## src/sv/oms_pkg.sv

```systemverilog
`timescale 1ns / 1ps
`default_nettype none
// Shared constants, codes and the result token type of the oligo mismatch search core.
package oms_pkg;

    // Payload and register widths.
    localparam int MODE_W        = 2;
    localparam int BASES_W       = 64;
    localparam int BASE_W        = 3;
    localparam int POS_W         = 32;
    localparam int OLIGO_INDEX_W = 6;
    localparam int CFG_LEN_W     = 6;
    localparam int MM_W          = 2;
    localparam int APB_DATA_W    = 32;
    localparam int PADDR_W       = 3;

    // Item modes.
    localparam logic [MODE_W-1:0] MODE_LOAD  = 2'd0;
    localparam logic [MODE_W-1:0] MODE_BASE  = 2'd1;
    localparam logic [MODE_W-1:0] MODE_START = 2'd2;

    // Register indexes, decoded from the word address bit of paddr.
    localparam logic REG_OLIGO_LENGTH   = 1'b0;
    localparam logic REG_MAX_MISMATCHES = 1'b1;

    // Register reset values.
    localparam logic [CFG_LEN_W-1:0] LEN_RESET = 6'd20;
    localparam logic [MM_W-1:0]      MM_RESET  = 2'd3;

    // Control part of a window token as it travels down the cell chain.
    typedef struct packed {
        logic                     valid;
        logic                     found;
        logic [OLIGO_INDEX_W-1:0] best;
        logic [POS_W-1:0]         pos;
    } tok_t;

endpackage
`default_nettype wire

```

## src/sv/oms_cell.sv

```systemverilog
`timescale 1ns / 1ps
`default_nettype none
// One cell of the probe chain: holds one probe and scores the passing window against it.
module oms_cell #(
    parameter int INDEX      = 0,
    parameter int MAX_LENGTH = 32,
    parameter int CNT_W      = 7
) (
    input  logic                          clk,
    input  logic                          rst_n,
    input  logic                          adv,
    input  logic                          load_en,
    input  logic [CNT_W-1:0]              load_idx,
    input  logic [2*MAX_LENGTH-1:0]       load_bases,
    input  logic [MAX_LENGTH-1:0]         care,
    input  logic [oms_pkg::MM_W-1:0]      max_mm,
    input  oms_pkg::tok_t                 tok_in,
    input  logic [2*MAX_LENGTH-1:0]       win_in,
    input  logic [MAX_LENGTH-1:0]         unk_in,
    input  logic [CNT_W-1:0]              cnt_in,
    output oms_pkg::tok_t                 tok_out,
    output logic [2*MAX_LENGTH-1:0]       win_out,
    output logic [MAX_LENGTH-1:0]         unk_out,
    output logic [CNT_W-1:0]              cnt_out
);
    import oms_pkg::*;

    localparam logic [CNT_W-1:0]         MY_INDEX = CNT_W'(INDEX);
    localparam logic [OLIGO_INDEX_W-1:0] MY_TAG   = OLIGO_INDEX_W'(INDEX);

    logic [2*MAX_LENGTH-1:0] probe_reg;
    logic [2*MAX_LENGTH-1:0] win_reg;
    logic [MAX_LENGTH-1:0]   unk_reg;
    logic [CNT_W-1:0]        cnt_reg;
    logic [MAX_LENGTH-1:0]   diff;
    logic                    hit;
    tok_t                    tok_reg;
    tok_t                    tok_next;

    // The probe is written once, when the load count reaches this cell.
    always_ff @(posedge clk)
    begin
        if (load_en && (load_idx == MY_INDEX))
        begin
            probe_reg <= load_bases;
        end
    end

    // A position counts as a mismatch when it lies inside the length and the
    // bases differ or the window base was unknown.
    always_comb
    begin
        for (int i = 0; i < MAX_LENGTH; i++)
        begin
            diff[i] = care[i] & (unk_in[i] | (probe_reg[2*i +: 2] != win_in[2*i +: 2]));
        end
    end

    // Only probes loaded before the token entered the chain take part.
    assign hit = tok_in.valid && (MY_INDEX < cnt_in) && ($countones(diff) <= int'(max_mm));

    always_comb
    begin
        tok_next = tok_in;
        if (hit)
        begin
            tok_next.found = 1'b1;
            tok_next.best  = MY_TAG;
        end
    end

    always_ff @(posedge clk or negedge rst_n)
    begin
        if (!rst_n)
        begin
            tok_reg <= '0;
        end
        else if (adv)
        begin
            tok_reg <= tok_next;
        end
    end

    always_ff @(posedge clk)
    begin
        if (adv)
        begin
            win_reg <= win_in;
            unk_reg <= unk_in;
            cnt_reg <= cnt_in;
        end
    end

    assign tok_out = tok_reg;
    assign win_out = win_reg;
    assign unk_out = unk_reg;
    assign cnt_out = cnt_reg;

endmodule
`default_nettype wire

```

## config.mk

```make
export PLATFORM = sky130hd
export DESIGN_NAME = oms_cell
export DESIGN_NICKNAME = d
export VERILOG_FILES = /design/src/sv/oms_pkg.sv /design/src/sv/oms_cell.sv
export SDC_FILE = /design/constraint.sdc
export NUM_CORES = 1
export LEC_CHECK = 0
export ABC_AREA = 1
export BUFFER_PORTS_ARGS = -buffer_cell sky130_fd_sc_hd__buf_2
export CORE_AREA = 3 3 153 155
export CTS_BUF_LIST = sky130_fd_sc_hd__clkbuf_8 sky130_fd_sc_hd__clkbuf_16
export DETAILED_ROUTE_END_ITERATION = 7
export DIE_AREA = 0 0 156 158
export GPL_TIMING_DRIVEN = 0
export PLACE_DENSITY = 0.76
export SYNTH_ARGS = -nofsm -noshare
export SYNTH_HDL_FRONTEND = slang
export SYNTH_SLANG_ARGS = --single-unit
```

## constraint.sdc

```tcl
create_clock -name clk -period 7.5 [get_ports clk]
set_input_delay 0.75 -clock clk [delete_from_list [all_inputs] [get_ports clk]]
set_output_delay 0.75 -clock clk [all_outputs]
set_load 0.02 [all_outputs]
```

==> impl_results.md <==
- Status: complete, no violations
- Multi-input logic area: 1990 um^2
- Syn Inst Count: between 500 and 600
- DR WL/cell: 17.6 um
- Maxcap violations: 0
- Final #Nets: about 1300
- Worst-Margin Slew: ~0.93 ns
- Post-Syn Area: roughly 8300 um^2
- GRT busiest layer: met2
- Clock latency on the worst-skew pair: 0.50 ns
- Hold Path Class: input pin to asynchronous set/reset pin
- PD cells: ~300 nW/um^2
- Leakage: ~5.4 nW
- Resize count post-CTS: 0
- Initial drt markers: just under 300
- Initial Utilization: around two fifths
- Setup TNS: 0 ns
- WS Path Type: register to register
- Critical path startpoint category: register
- Skew final: 0.00954 ns
- Vias in the first global route: around 6100
- I/O pins: 395
- Post-synthesis net count: between 800 and 900
- Setup violators final: 0
- Slowest cell on the critical path: fa_1
- Core Area: between 20000 and 25000 um^2
- Chip Width: 156 um
- Pins Over Slew Limit: 0
- Commonest non-fill, non-tap cells in the layout: 401 x buf_2, 167 x edfxtp_1, 142 x nand2_1, 88 x inv_1, 40 x dfrtp_1
- Num CTS Buffers: 23
- Worst slew margin: between 30% and 40%
- Cell repeated most along the worst path: fa_1
- GRT Util Overall: roughly 18%
- Worst Path Max Fanout: 7
- Register bit total from synthesis: ~210
- Initial antenna violation count: 4
- First-pass GRT wire length: about 34 mm
- Gpl congestion: between 0.8 and 0.9
- Worst r2r dst: tok_out[35]
- Critical Path End Type: register
- Antenna viol nets, final: 0
- Met3 Use GR: ~4.1%
- GR Overflow Total: 0
- CTS Hold Bufs: 0
- Setup Fix Bufs, Post-CTS: 0
- Unrepaired setup endpoints after global routing: false
- Site Rows: between 50 and 60
- Met1 Resource Use GR: between 20% and 30%
- Layout cell share with drive strength beyond 1: 43.4%
- Post-route total power: 3.41 mW
- Sink Count: about 210
- Root buffer cell: clkbuf_16
- Worst R2R Setup Slack: about 1.6 ns
- Met2 usage: between 30% and 40%
- Htree depth: 1
- Worst r2r path cells: 24
- Seq/Total Area, Yosys: ~72%
- Worst VDD drop: between 0.0002 and 0.00025 V
- Commonest non-fill, non-tap cell in the layout: buf_2
- Area grow syn2layout: 37.5%
- Crit-path max cell delay: slightly below 0.6 ns
- Die ar.: about 25000 um^2
- Final worst path period need: around 5.9 ns
- Filler instances: approximately 1900
- Vias per Instance: between 4 and 5
- Synth cell types: 22
- FF/Latch Area: 6020 um^2
- Mean Syn Cell Area: 14.3 um^2
- DP Wirelength: around 18 mm
- Fmax: around 170 MHz
- Largest net degree at the start of global routing: 64
- Fin area: approximately 11000 um^2
- Crit-path cells: xor2_1 > o31ai_1 > fa_1 > inv_1 > fa_1 > fa_1 > fa_1 > fa_1 > inv_1 > fa_1 > inv_1 > ha_1 > inv_1 > fa_1 > inv_1 > ha_1 > nand2_1 > nand2_1 > nand2_1 > nand2_1 > inv_1 > nand2_2 > nand2_1 > nand2_1
- Period utilization: about four fifths
- Die height: around 160 um
- Drt drc: 0
- Clock Tree Buf Depth: 3
- Data required, critical path: ~8 ns
- Via count: 5908
- RR Startpoint: probe_reg[47]
- Clk pin slew, worst setup/hold paths: approximately 0.06 ns
- YS warnings: 0
- Placed Area: ~11000 um^2
- Port-buffer cells: 394
- Critical Path AT: between 6 and 7 ns
- Final wirelength: 23.0 mm
- Drt first pass iters: 4
- CTS tree: yes
- Final Hold Fails: 0
-- kinds of logic (layout without fill, tap and decap cells) --
family / Yosys count / after routing / share of synthesized area (%)
flops: 207 / 207 / 72.1
compound gates: 37 / 37 / 3.01
simple gates: 157 / 157 / 7.23
other cells: 0 / 1 / 0
buf+inv: 91 / 529 / 4.26
xor+xnor: 60 / 60 / 6.30
fa+ha+maj: 33 / 33 / 7.11
-- synthesized netlist by cell type (all sizes together) --
library cell / number / area [um^2]
inv: 82 / 308
nand2: 143 / 539
nor2: 12 / 47.6
a31oi: 16 / 100
xnor2: 34 / 298
buf: 9 / 47.6
o21a: 3 / 22.5
fa: 24 / 480
dfrtp: 40 / 1000
nor4: 1 / 6.26
o22ai: 2 / 12.5
xor2: 26 / 228
edfxtp: 167 / 5010
nor3: 1 / 10.0
o31ai: 13 / 97.6
a21oi: 3 / 18.8
ha: 9 / 113
-- final cells by class --
class	instances	area share, %
flip-flops and latches	207	52.4
repair buffers	399	17.9
multi-input cells	287	17.3
clock buffers	25	5.26
well taps	280	3.05
inverters	82	2.68
clock inverters	14	0.959
plain buffers	9	0.414
diodes	1	0.0218
-- worst max-delay path, delay by kind of cell, from the launching register on --
kind | cells | cell delay, ns
fa+ha+maj | 9 | 3.95
simple gates | 7 | 0.48
flops | 1 | 0.39
buf+inv | 6 | 0.39
compound gates | 1 | 0.38
xor+xnor | 1 | 0.15
-- layer usage --
metal,part of all wire (%),wire length (um),up-vias
met5,0.19,43,-
met2,53,12100,255
met1,37,8500,2805
li1,-,-,2791
met4,2.7,627,6
met3,7.2,1650,51
-- worst max-delay path by stage --
stage                  startpoint           end  depth (start not counted)
global route        probe_reg[47]   tok_out[36]                         24
detailed placement     win_in[47]   tok_out[35]                         25
CTS                 probe_reg[47]   tok_out[35]                         24
finish              probe_reg[47]   tok_out[35]                         24
floorplan               win_in[3]   tok_out[32]                         25
global placement      load_idx[6]  probe_reg[5]                          4
-- where the power goes --
group | switching (mW) | internal (mW)
combinational | 0.592 | 0.390
sequential | 0.0292 | 1.33
clock | 0.430 | 0.640
total | 1.05 | 2.36
-- stage by stage --
step / worst slack (ns) / utilization (%) / cells / hold slack, ns
2_1_floorplan: 1.76 / - / 585 / 0.454
3_3_place_gp: 0.505 / 48.6 / 1259 / 0.449
3_5_place_dp: 1.01 / 49.0 / 1264 / 0.453
4_1_cts: 1.50 / 52.3 / 1303 / 0.393
5_1_grt: 1.27 / 52.3 / 1304 / 0.399
6_report: 1.65 / 52.3 / 1304 / 0.392
No activity file was read; power rests on OpenSTA's default activity.
